## src/rtl/core/bfes_pkg.sv

```systemverilog
// Shared types, constants and helper functions for the bitmap free-extent scanner.
package bfes_pkg;

    // Upper bound on the number of bitmap bits examined, whatever bits_in_group says
    localparam int MAX_GROUP_BITS = 32768;

    // Word queue between front and back end (power of two)
    localparam int QUEUE_DEPTH = 4;
    localparam int QPTR_W      = $clog2(QUEUE_DEPTH);

    // Configuration register indexes
    localparam int CFG_INDEX_W = 1;
    localparam logic [CFG_INDEX_W-1:0] CFG_BITS_IN_GROUP = 1'b0;
    localparam logic [CFG_INDEX_W-1:0] CFG_GROUP_TAG     = 1'b1;

    localparam logic [15:0] BITS_IN_GROUP_RESET = 16'd32768;
    localparam logic [31:0] GROUP_TAG_RESET     = 32'd0;

    // One classified bitmap byte: run starts and run ends, plus scan state at entry.
    // ends[c] means a run finishes just before bit c (bit 8 = past the byte).
    typedef struct packed {
        logic [15:0] pos;
        logic [14:0] carry_start;
        logic [15:0] carry_len;
        logic [14:0] runs_base;
        logic [7:0]  starts;
        logic [8:0]  ends;
    } bfes_entry_t;

    // Entry with its valid flag (push side and head side of the queue)
    typedef struct packed {
        logic        valid;
        bfes_entry_t entry;
    } bfes_slot_t;

    // Number of set bits in a 9-bit vector
    function automatic logic [3:0] ones9(input logic [8:0] v);
        logic [3:0] n;
        n = '0;
        for (int i = 0; i < 9; i++)
            n = n + 4'(v[i]);
        return n;
    endfunction

    // Index of the highest set bit of an 8-bit vector (0 when empty)
    function automatic logic [2:0] msb8(input logic [7:0] v);
        logic [2:0] idx;
        idx = '0;
        for (int i = 0; i < 8; i++)
            if (v[i])
                idx = 3'(i);
        return idx;
    endfunction

    // Index of the lowest set bit of a 9-bit vector (0 when empty)
    function automatic logic [3:0] lsb9(input logic [8:0] v);
        logic [3:0] idx;
        idx = '0;
        for (int i = 8; i >= 0; i--)
            if (v[i])
                idx = 4'(i);
        return idx;
    endfunction

endpackage

```

## src/rtl/core/bfes_if.sv

```systemverilog
// Channel interfaces: bitmap byte input and extent result output.
interface bfes_byte_if
    import bfes_pkg::*;
();
    logic       valid;
    logic       ready;
    logic [7:0] bitmap_byte;
    logic       end_of_bitmap;

    modport source (output valid, output bitmap_byte, output end_of_bitmap, input ready);
    modport sink   (input valid, input bitmap_byte, input end_of_bitmap, output ready);
endinterface

interface bfes_extent_if
    import bfes_pkg::*;
();
    logic        valid;
    logic        ready;
    logic [31:0] extent_group;
    logic [14:0] extent_start;
    logic [15:0] extent_length;
    logic [14:0] extent_index;
    logic        last_of_item;

    modport source (output valid, output extent_group, output extent_start,
                    output extent_length, output extent_index, output last_of_item,
                    input ready);
    modport sink   (input valid, input extent_group, input extent_start,
                    input extent_length, input extent_index, input last_of_item,
                    output ready);
endinterface

```

## src/rtl/core/bfes_front.sv

```systemverilog
// Front end: takes bitmap bytes, tracks the open free run and classifies run ends.
module bfes_front
    import bfes_pkg::*;
#(
    parameter int GROUP_BITS_MAX = MAX_GROUP_BITS
)
(
    input  logic              clk,
    input  logic              rst_n,
    bfes_byte_if.sink         bitmap_in,
    input  logic [15:0]       bits_in_group,
    input  logic              full,
    output bfes_slot_t        push
);

    logic [15:0] pos_reg,       pos_next;
    logic        in_run_reg,    in_run_next;
    logic [14:0] run_start_reg, run_start_next;
    logic [15:0] run_len_reg,   run_len_next;
    logic [14:0] runs_reg,      runs_next;

    logic [15:0] limit;
    logic [15:0] span;
    logic [3:0]  n_valid;
    logic [7:0]  vmask;
    logic [7:0]  free_bits;
    logic [7:0]  used_bits;
    logic [7:0]  prev_free;
    logic [7:0]  starts;
    logic [7:0]  ends_used;
    logic [8:0]  ends;
    logic        run_at_end;
    logic        flush;
    logic        any_start;
    logic [2:0]  s_hi;
    logic        accept;

    assign bitmap_in.ready = !full;
    assign accept          = bitmap_in.valid && !full;

    // Effective limit and number of bits of this byte still inside it
    always_comb
    begin
        limit = (32'(bits_in_group) > GROUP_BITS_MAX) ? 16'(GROUP_BITS_MAX) : bits_in_group;
        span  = limit - pos_reg;
        if (pos_reg >= limit)
            n_valid = 4'd0;
        else if (span >= 16'd8)
            n_valid = 4'd8;
        else
            n_valid = span[3:0];
    end

    // Per-bit classification: run starts and used bits that close a run
    always_comb
    begin
        for (int b = 0; b < 8; b++)
        begin
            vmask[b]     = 4'(b) < n_valid;
            free_bits[b] = !bitmap_in.bitmap_byte[b] && vmask[b];
            used_bits[b] = bitmap_in.bitmap_byte[b] && vmask[b];
        end
        prev_free[0] = in_run_reg;
        for (int b = 1; b < 8; b++)
            prev_free[b] = free_bits[b-1];
        starts    = free_bits & ~prev_free;
        ends_used = used_bits & prev_free;

        run_at_end = (n_valid == 4'd0) ? in_run_reg : free_bits[3'(n_valid - 4'd1)];
        flush      = bitmap_in.end_of_bitmap && run_at_end;
        ends       = {1'b0, ends_used} | (flush ? (9'b1 << n_valid) : 9'b0);
        any_start  = |starts;
        s_hi       = msb8(starts);
    end

    // Scan state after this byte
    always_comb
    begin
        pos_next       = pos_reg;
        in_run_next    = in_run_reg;
        run_start_next = run_start_reg;
        run_len_next   = run_len_reg;
        runs_next      = runs_reg;
        if (accept)
        begin
            if (bitmap_in.end_of_bitmap)
            begin
                pos_next       = '0;
                in_run_next    = 1'b0;
                run_start_next = '0;
                run_len_next   = '0;
                runs_next      = '0;
            end
            else
            begin
                pos_next    = pos_reg + 16'(n_valid);
                in_run_next = run_at_end;
                runs_next   = runs_reg + 15'(ones9(ends));
                if (run_at_end)
                begin
                    if (any_start)
                    begin
                        run_start_next = pos_reg[14:0] + 15'(s_hi);
                        run_len_next   = 16'(n_valid) - 16'(s_hi);
                    end
                    else
                    begin
                        run_len_next = run_len_reg + 16'(n_valid);
                    end
                end
            end
        end
    end

    always_ff @(posedge clk or negedge rst_n)
    begin
        if (!rst_n)
        begin
            pos_reg       <= '0;
            in_run_reg    <= 1'b0;
            run_start_reg <= '0;
            run_len_reg   <= '0;
            runs_reg      <= '0;
        end
        else
        begin
            pos_reg       <= pos_next;
            in_run_reg    <= in_run_next;
            run_start_reg <= run_start_next;
            run_len_reg   <= run_len_next;
            runs_reg      <= runs_next;
        end
    end

    // Only bytes that finish at least one run go to the back end
    always_comb
    begin
        push.valid             = accept && (|ends);
        push.entry.pos         = pos_reg;
        push.entry.carry_start = run_start_reg;
        push.entry.carry_len   = run_len_reg;
        push.entry.runs_base   = runs_reg;
        push.entry.starts      = starts;
        push.entry.ends        = ends;
    end

endmodule

```

## src/rtl/core/bfes_queue.sv

```systemverilog
// Small FIFO of classified bytes between front and back end.
module bfes_queue
    import bfes_pkg::*;
(
    input  logic       clk,
    input  logic       rst_n,
    input  bfes_slot_t push,
    input  logic       pop,
    output logic       full,
    output bfes_slot_t head
);

    bfes_entry_t       mem_reg [QUEUE_DEPTH];
    logic [QPTR_W-1:0] wr_ptr_reg;
    logic [QPTR_W-1:0] rd_ptr_reg;
    logic [QPTR_W:0]   count_reg;

    assign full       = count_reg == (QPTR_W+1)'(QUEUE_DEPTH);
    assign head.valid = count_reg != '0;
    assign head.entry = mem_reg[rd_ptr_reg];

    // Storage, no reset needed
    always_ff @(posedge clk)
    begin
        if (push.valid)
            mem_reg[wr_ptr_reg] <= push.entry;
    end

    // Pointers and fill count
    always_ff @(posedge clk or negedge rst_n)
    begin
        if (!rst_n)
        begin
            wr_ptr_reg <= '0;
            rd_ptr_reg <= '0;
            count_reg  <= '0;
        end
        else
        begin
            if (push.valid)
                wr_ptr_reg <= wr_ptr_reg + QPTR_W'(1);
            if (pop)
                rd_ptr_reg <= rd_ptr_reg + QPTR_W'(1);
            if (push.valid && !pop)
                count_reg <= count_reg + (QPTR_W+1)'(1);
            else if (pop && !push.valid)
                count_reg <= count_reg - (QPTR_W+1)'(1);
        end
    end

endmodule

```

## src/rtl/core/bfes_back.sv

```systemverilog
// Back end: walks the run ends of the head entry, one extent word per cycle while the receiver takes them.
module bfes_back
    import bfes_pkg::*;
(
    input  logic          clk,
    input  logic          rst_n,
    input  bfes_slot_t    head,
    input  logic [31:0]   group_tag,
    output logic          pop,
    bfes_extent_if.source extent_out
);

    logic [8:0]  done_reg;
    logic [2:0]  k_reg;
    logic        out_valid_reg;
    logic [31:0] group_reg;
    logic [14:0] start_reg;
    logic [15:0] length_reg;
    logic [14:0] index_reg;
    logic        last_reg;

    logic [8:0]  remaining;
    logic [3:0]  c;
    logic [8:0]  c_hot;
    logic [8:0]  below;
    logic [7:0]  starts_below;
    logic        has_start;
    logic [2:0]  s;
    logic        is_last;
    logic [14:0] start_val;
    logic [15:0] length_val;
    logic        load;

    // Next run end and the start that opened it
    always_comb
    begin
        remaining    = head.entry.ends & ~done_reg;
        c            = lsb9(remaining);
        c_hot        = 9'b1 << c;
        below        = c_hot - 9'd1;
        is_last      = (remaining & ~c_hot) == 9'b0;
        starts_below = head.entry.starts & below[7:0];
        has_start    = |starts_below;
        s            = msb8(starts_below);
        if (has_start)
        begin
            start_val  = head.entry.pos[14:0] + 15'(s);
            length_val = 16'(c) - 16'(s);
        end
        else
        begin
            start_val  = head.entry.carry_start;
            length_val = head.entry.carry_len + 16'(c);
        end
    end

    assign load = head.valid && (!out_valid_reg || extent_out.ready);
    assign pop  = load && is_last;

    // Walk state and output valid
    always_ff @(posedge clk or negedge rst_n)
    begin
        if (!rst_n)
        begin
            done_reg      <= '0;
            k_reg         <= '0;
            out_valid_reg <= 1'b0;
        end
        else if (load)
        begin
            done_reg      <= is_last ? 9'b0 : (done_reg | c_hot);
            k_reg         <= is_last ? 3'd0 : (k_reg + 3'd1);
            out_valid_reg <= 1'b1;
        end
        else if (extent_out.ready)
        begin
            out_valid_reg <= 1'b0;
        end
    end

    // Output word register
    always_ff @(posedge clk)
    begin
        if (load)
        begin
            group_reg  <= group_tag;
            start_reg  <= start_val;
            length_reg <= length_val;
            index_reg  <= head.entry.runs_base + 15'(k_reg);
            last_reg   <= is_last;
        end
    end

    assign extent_out.valid         = out_valid_reg;
    assign extent_out.extent_group  = group_reg;
    assign extent_out.extent_start  = start_reg;
    assign extent_out.extent_length = length_reg;
    assign extent_out.extent_index  = index_reg;
    assign extent_out.last_of_item  = last_reg;

endmodule

```

## src/rtl/core/bitmap_free_extent_scan.sv

```systemverilog
// Top level of the bitmap free-extent scanner: config registers and front/queue/back.
//
//  channel     dir  handshake            payload
//  bitmap_in   in   valid/ready          bitmap_byte[7:0], end_of_bitmap
//  extent_out  out  valid/ready          extent_group, extent_start, extent_length,
//                                        extent_index, last_of_item
//  cfg         in   cfg_we (no stall)    cfg_index[0:0], cfg_wdata[31:0]
//
// A byte is taken every cycle while the 4-entry queue has room; the front end
// classifies it in the cycle it is taken. Extent words leave the back end one per
// cycle while the receiver takes them, so a byte that finishes n runs (n is at
// most 5) holds the back end for n words. Results pass the queue, then the output register.
// Reset loads the config defaults and empties the queue; no clearing pass.
// Either side may stall; the queue and output register keep the other side moving.
module bitmap_free_extent_scan
    import bfes_pkg::*;
#(
    parameter int GROUP_BITS_MAX = MAX_GROUP_BITS
)
(
    input  logic                   clk,
    input  logic                   rst_n,
    bfes_byte_if.sink              bitmap_in,
    bfes_extent_if.source          extent_out,
    input  logic                   cfg_we,
    input  logic [CFG_INDEX_W-1:0] cfg_index,
    input  logic [31:0]            cfg_wdata
);

    logic [15:0] bits_in_group_reg;
    logic [31:0] group_tag_reg;

    bfes_slot_t  push;
    bfes_slot_t  head;
    logic        full;
    logic        pop;

    // Configuration registers
    always_ff @(posedge clk or negedge rst_n)
    begin
        if (!rst_n)
        begin
            bits_in_group_reg <= BITS_IN_GROUP_RESET;
            group_tag_reg     <= GROUP_TAG_RESET;
        end
        else if (cfg_we)
        begin
            unique case (cfg_index)
                CFG_BITS_IN_GROUP: bits_in_group_reg <= cfg_wdata[15:0];
                CFG_GROUP_TAG:     group_tag_reg     <= cfg_wdata;
                default:           ;
            endcase
        end
    end

    bfes_front #(
        .GROUP_BITS_MAX (GROUP_BITS_MAX)
    ) u_front (
        .clk           (clk),
        .rst_n         (rst_n),
        .bitmap_in     (bitmap_in),
        .bits_in_group (bits_in_group_reg),
        .full          (full),
        .push          (push)
    );

    bfes_queue u_queue (
        .clk   (clk),
        .rst_n (rst_n),
        .push  (push),
        .pop   (pop),
        .full  (full),
        .head  (head)
    );

    bfes_back u_back (
        .clk        (clk),
        .rst_n      (rst_n),
        .head       (head),
        .group_tag  (group_tag_reg),
        .pop        (pop),
        .extent_out (extent_out)
    );

endmodule

```

## src/flat_wrapper.sv

```systemverilog
// flat-port wrapper written by rule: the top's interface ports become plain ports
module bitmap_free_extent_scan_flat import bfes_pkg::*;
#(
    parameter int GROUP_BITS_MAX = MAX_GROUP_BITS
)
  (clk, rst_n, cfg_we, cfg_index, cfg_wdata, bitmap_in_valid, bitmap_in_bitmap_byte, bitmap_in_end_of_bitmap, bitmap_in_ready, extent_out_valid, extent_out_extent_group, extent_out_extent_start, extent_out_extent_length, extent_out_extent_index, extent_out_last_of_item, extent_out_ready);
  bfes_byte_if bitmap_in_i ();
  bfes_extent_if extent_out_i ();
  input  logic clk;
  input  logic rst_n;
  input  logic cfg_we;
  input  logic [CFG_INDEX_W-1:0] cfg_index;
  input  logic [31:0] cfg_wdata;
  input wire logic [$bits(bitmap_in_i.valid)-1:0] bitmap_in_valid;
  input wire logic [$bits(bitmap_in_i.bitmap_byte)-1:0] bitmap_in_bitmap_byte;
  input wire logic [$bits(bitmap_in_i.end_of_bitmap)-1:0] bitmap_in_end_of_bitmap;
  output wire logic [$bits(bitmap_in_i.ready)-1:0] bitmap_in_ready;
  output wire logic [$bits(extent_out_i.valid)-1:0] extent_out_valid;
  output wire logic [$bits(extent_out_i.extent_group)-1:0] extent_out_extent_group;
  output wire logic [$bits(extent_out_i.extent_start)-1:0] extent_out_extent_start;
  output wire logic [$bits(extent_out_i.extent_length)-1:0] extent_out_extent_length;
  output wire logic [$bits(extent_out_i.extent_index)-1:0] extent_out_extent_index;
  output wire logic [$bits(extent_out_i.last_of_item)-1:0] extent_out_last_of_item;
  input wire logic [$bits(extent_out_i.ready)-1:0] extent_out_ready;
  assign bitmap_in_i.valid = bitmap_in_valid;
  assign bitmap_in_i.bitmap_byte = bitmap_in_bitmap_byte;
  assign bitmap_in_i.end_of_bitmap = bitmap_in_end_of_bitmap;
  assign bitmap_in_ready = bitmap_in_i.ready;
  assign extent_out_valid = extent_out_i.valid;
  assign extent_out_extent_group = extent_out_i.extent_group;
  assign extent_out_extent_start = extent_out_i.extent_start;
  assign extent_out_extent_length = extent_out_i.extent_length;
  assign extent_out_extent_index = extent_out_i.extent_index;
  assign extent_out_last_of_item = extent_out_i.last_of_item;
  assign extent_out_i.ready = extent_out_ready;
  bitmap_free_extent_scan #(.GROUP_BITS_MAX(GROUP_BITS_MAX)) u_core (.clk(clk), .rst_n(rst_n), .bitmap_in(bitmap_in_i), .extent_out(extent_out_i), .cfg_we(cfg_we), .cfg_index(cfg_index), .cfg_wdata(cfg_wdata));
endmodule
```

## config.mk

```make
export PLATFORM = sky130hd
export DESIGN_NAME = bitmap_free_extent_scan_flat
export DESIGN_NICKNAME = d
export VERILOG_FILES = /design/src/rtl/core/bfes_pkg.sv /design/src/rtl/core/bfes_if.sv /design/src/rtl/core/bfes_front.sv /design/src/rtl/core/bfes_queue.sv /design/src/rtl/core/bfes_back.sv /design/src/rtl/core/bitmap_free_extent_scan.sv /design/src/flat_wrapper.sv
export SDC_FILE = /design/constraint.sdc
export NUM_CORES = 1
export LEC_CHECK = 0
export ABC_AREA = 1
export BUFFER_PORTS_ARGS = -buffer_cell sky130_fd_sc_hd__buf_2
export CORE_MARGIN = 2
export CORE_UTILIZATION = 59
export CTS_BUF_LIST = sky130_fd_sc_hd__clkbuf_16
export DETAILED_ROUTE_END_ITERATION = 10
export PLACE_DENSITY_LB_ADDON = 0.08
export REMOVE_ABC_BUFFERS = 1
export SETUP_SLACK_MARGIN = 0.02
export SLEW_MARGIN = 20
export SYNTH_ARGS = -nofsm -noshare
export SYNTH_HDL_FRONTEND = slang
export SYNTH_HIERARCHICAL = 1
export SYNTH_SLANG_ARGS = --single-unit
export TNS_END_PERCENT = 10
```

## constraint.sdc

```tcl
create_clock -name clk -period 11.2 [get_ports clk]
set_clock_uncertainty 0.05 [all_clocks]
set_input_delay 1.12 -clock clk [delete_from_list [all_inputs] [get_ports clk]]
set_output_delay 1.12 -clock clk [all_outputs]
set_load 0.02 [all_outputs]
```

==> reports/metrics.yaml <==
layout:
  final_cell_mix: "nand2_1 (642), inv_1 (395), edfxtp_1 (391), nand3_1 (158), o211ai_1 (158)"
  finish.net_count: 2782
  fill_cells: 3395
  drive_above_1_share_pct: 11.6
  area_growth_pct: 10.9
  final_common_cell: "nand2_1"
  largest_register_ff_count: 312
sta:
  period_minus_slack_ps: 8990
  period_share_pct: 80.3
  fin_ws_ps: 2210
  max_freq_mhz: 111
  setup_violations: 0
  max_slew.worst_pin.slew_ps: 1100
  grt_setup_unrepaired: "false"
  slew_viol_final: 0
  finalHoldViolations: 0
  relSlewSlack_pct: 26.6
  tns_ps: 0
global_routing:
  grt_antenna_before_repair: 3
  grt_usage_pct: 25.4
  grt_first_pass_wirelength_um: 88200
  grt_remaining_overflow: 0
  grt_pass1_vias: 16746
  grt_max_degree: 125
worst_hold_path:
  hold_end: "u_core/u_back/extent_out.extent_group[3]"
  whs_path_depth: 0
  min_path_type: "reg -> reg"
  hold_start: "u_core/group_tag_reg[3]"
clock_tree:
  cts_tree: "done"
  cts_htree_levels: 2
  ctsHoldBuffers: 0
  cts_buffers: 54
  ctsResizeCount: 0
  root_buffer: "clkbuf_16"
  cts.path.max_buffers: 3
  clk_pin_slew_ps: 60
  clock_latency_ps: 600
  cts_setup_buffers: 0
  cts.sinks: 522
synth:
  syn_inst: 2550
  ys_warn_count: 6
  synth_area_mm2: 0.0255
  synth.avg_cell_area_um2: 10.0
worst_setup_path:
  cp_max_fo: 12
  cpMostUsedCell: "nand2_1"
  worstPathArrival_ps: 9450
  required_ps: 11660
  rr_worst_depth: 49
  max_stage_delay_ps: 530
  end_kind: "flop"
  crit_path_start_kind: "flop"
  r2r_start: "u_core/bits_in_group_reg[2]"
  timing.reg2reg.setup_slack_ps: 2210
  crit_type: "reg -> reg"
  cpMaxStageDelayCell: "fa_1"
  reg2reg_to: "u_core/u_front/runs_reg[14]"
routing:
  drtIter0Drc: 1245
  wirelength_um: 56000
  drc: 0
  postRouteAntennaNets: 0
  routedWlPerCell_um: 17.0
  routed_via_density: 5.35
  first_pass_iters: 5
  vias: 17610
place:
  pre_cts_slack_ps: 2320
  port_buffers: 127
  gp_congestion: 0.896
  dp_hpwl_um: 36900
status:
  status: "completed"
floorplanning:
  io_pins: 128
  num_rows: 76
  core-area_mm2: 0.0429
  die_area_mm2: 0.0449
  die_h_um: 212
  initial_utilization_pct: 59.4
  die_x_um: 212
power_and_ir_drop:
  ir_drop_mv: 0.263
  power.density_mw_per_mm2: 309
  power.leakage_nw: 12.6
run:
  maxCapViolations: 0
## per-layer routing
layer	global-route usage, %	vias to the layer above	share of wire, %
met2	43.1	425	49
met5	0	-	0.043
met4	7.72	4	2.5
met1	33.6	8352	43
li1	-	8736	-
met3	4.21	93	5.1
## worst max-delay path, delay by kind of cell, from the launching register on
kind            cells  cell delay [ps]
flops               1              380
simple gates       30             4460
fa+ha+maj           7             2750
buf+inv             9              980
compound gates      3              250
## worst max path at each step
stage                     slack, ps                                         to                          from  cells after the start
after floorplan                2130  u_core/u_back/extent_out.extent_start[11]  u_core/u_queue/rd_ptr_reg[0]                     33
after global placement         2490                u_core/u_front/runs_reg[14]   u_core/bits_in_group_reg[2]                     53
after detailed placement       2320                u_core/u_front/runs_reg[14]   u_core/bits_in_group_reg[2]                     49
after CTS                      2220                u_core/u_front/runs_reg[14]   u_core/bits_in_group_reg[2]                     47
after global routing           1270                u_core/u_front/runs_reg[14]   u_core/bits_in_group_reg[2]                     53
final                          2210                u_core/u_front/runs_reg[14]   u_core/bits_in_group_reg[2]                     49
## per-stage QoR
step | cell area (µm²) | total power [W] | utilization (%) | instances | hold slack, ps
final | 28300 | 0.00873 | 66.0 | 3289 | 396
after floorplan | 25000 | 0.00596 | - | 2459 | 375
after global routing | 28300 | 0.00940 | 66.0 | 3289 | 403
after CTS | 28300 | 0.00882 | 65.9 | 3288 | 400
after detailed placement | 26500 | 0.00704 | 61.9 | 3187 | 383
after global placement | 26500 | 0.00696 | 61.9 | 3187 | 380
## final cells by class
cell class                 count  area [µm²]  share of cell area, %
tap                          585         732                   2.59
clock buffer                  55        1380                   4.87
sequential                   522       15000                   53.1
inverter                     410        1550                   5.49
clock inverter                46         365                   1.29
multi-input combinational   1527        8460                   29.9
timing repair buffer         143         766                   2.71
antenna                        1        2.50                0.00885
## power by group
| part | switching (W) | total [W] | internal (W) | leakage, nW |
|---|---|---|---|---|
| clock network | 0.000722 | 0.00175 | 0.00103 | 0.898 |
| registers | 0.000282 | 0.00315 | 0.00287 | 5.37 |
| logic | 0.00264 | 0.00383 | 0.00119 | 6.30 |
Note: power is estimated with default switching activity, not from simulation.
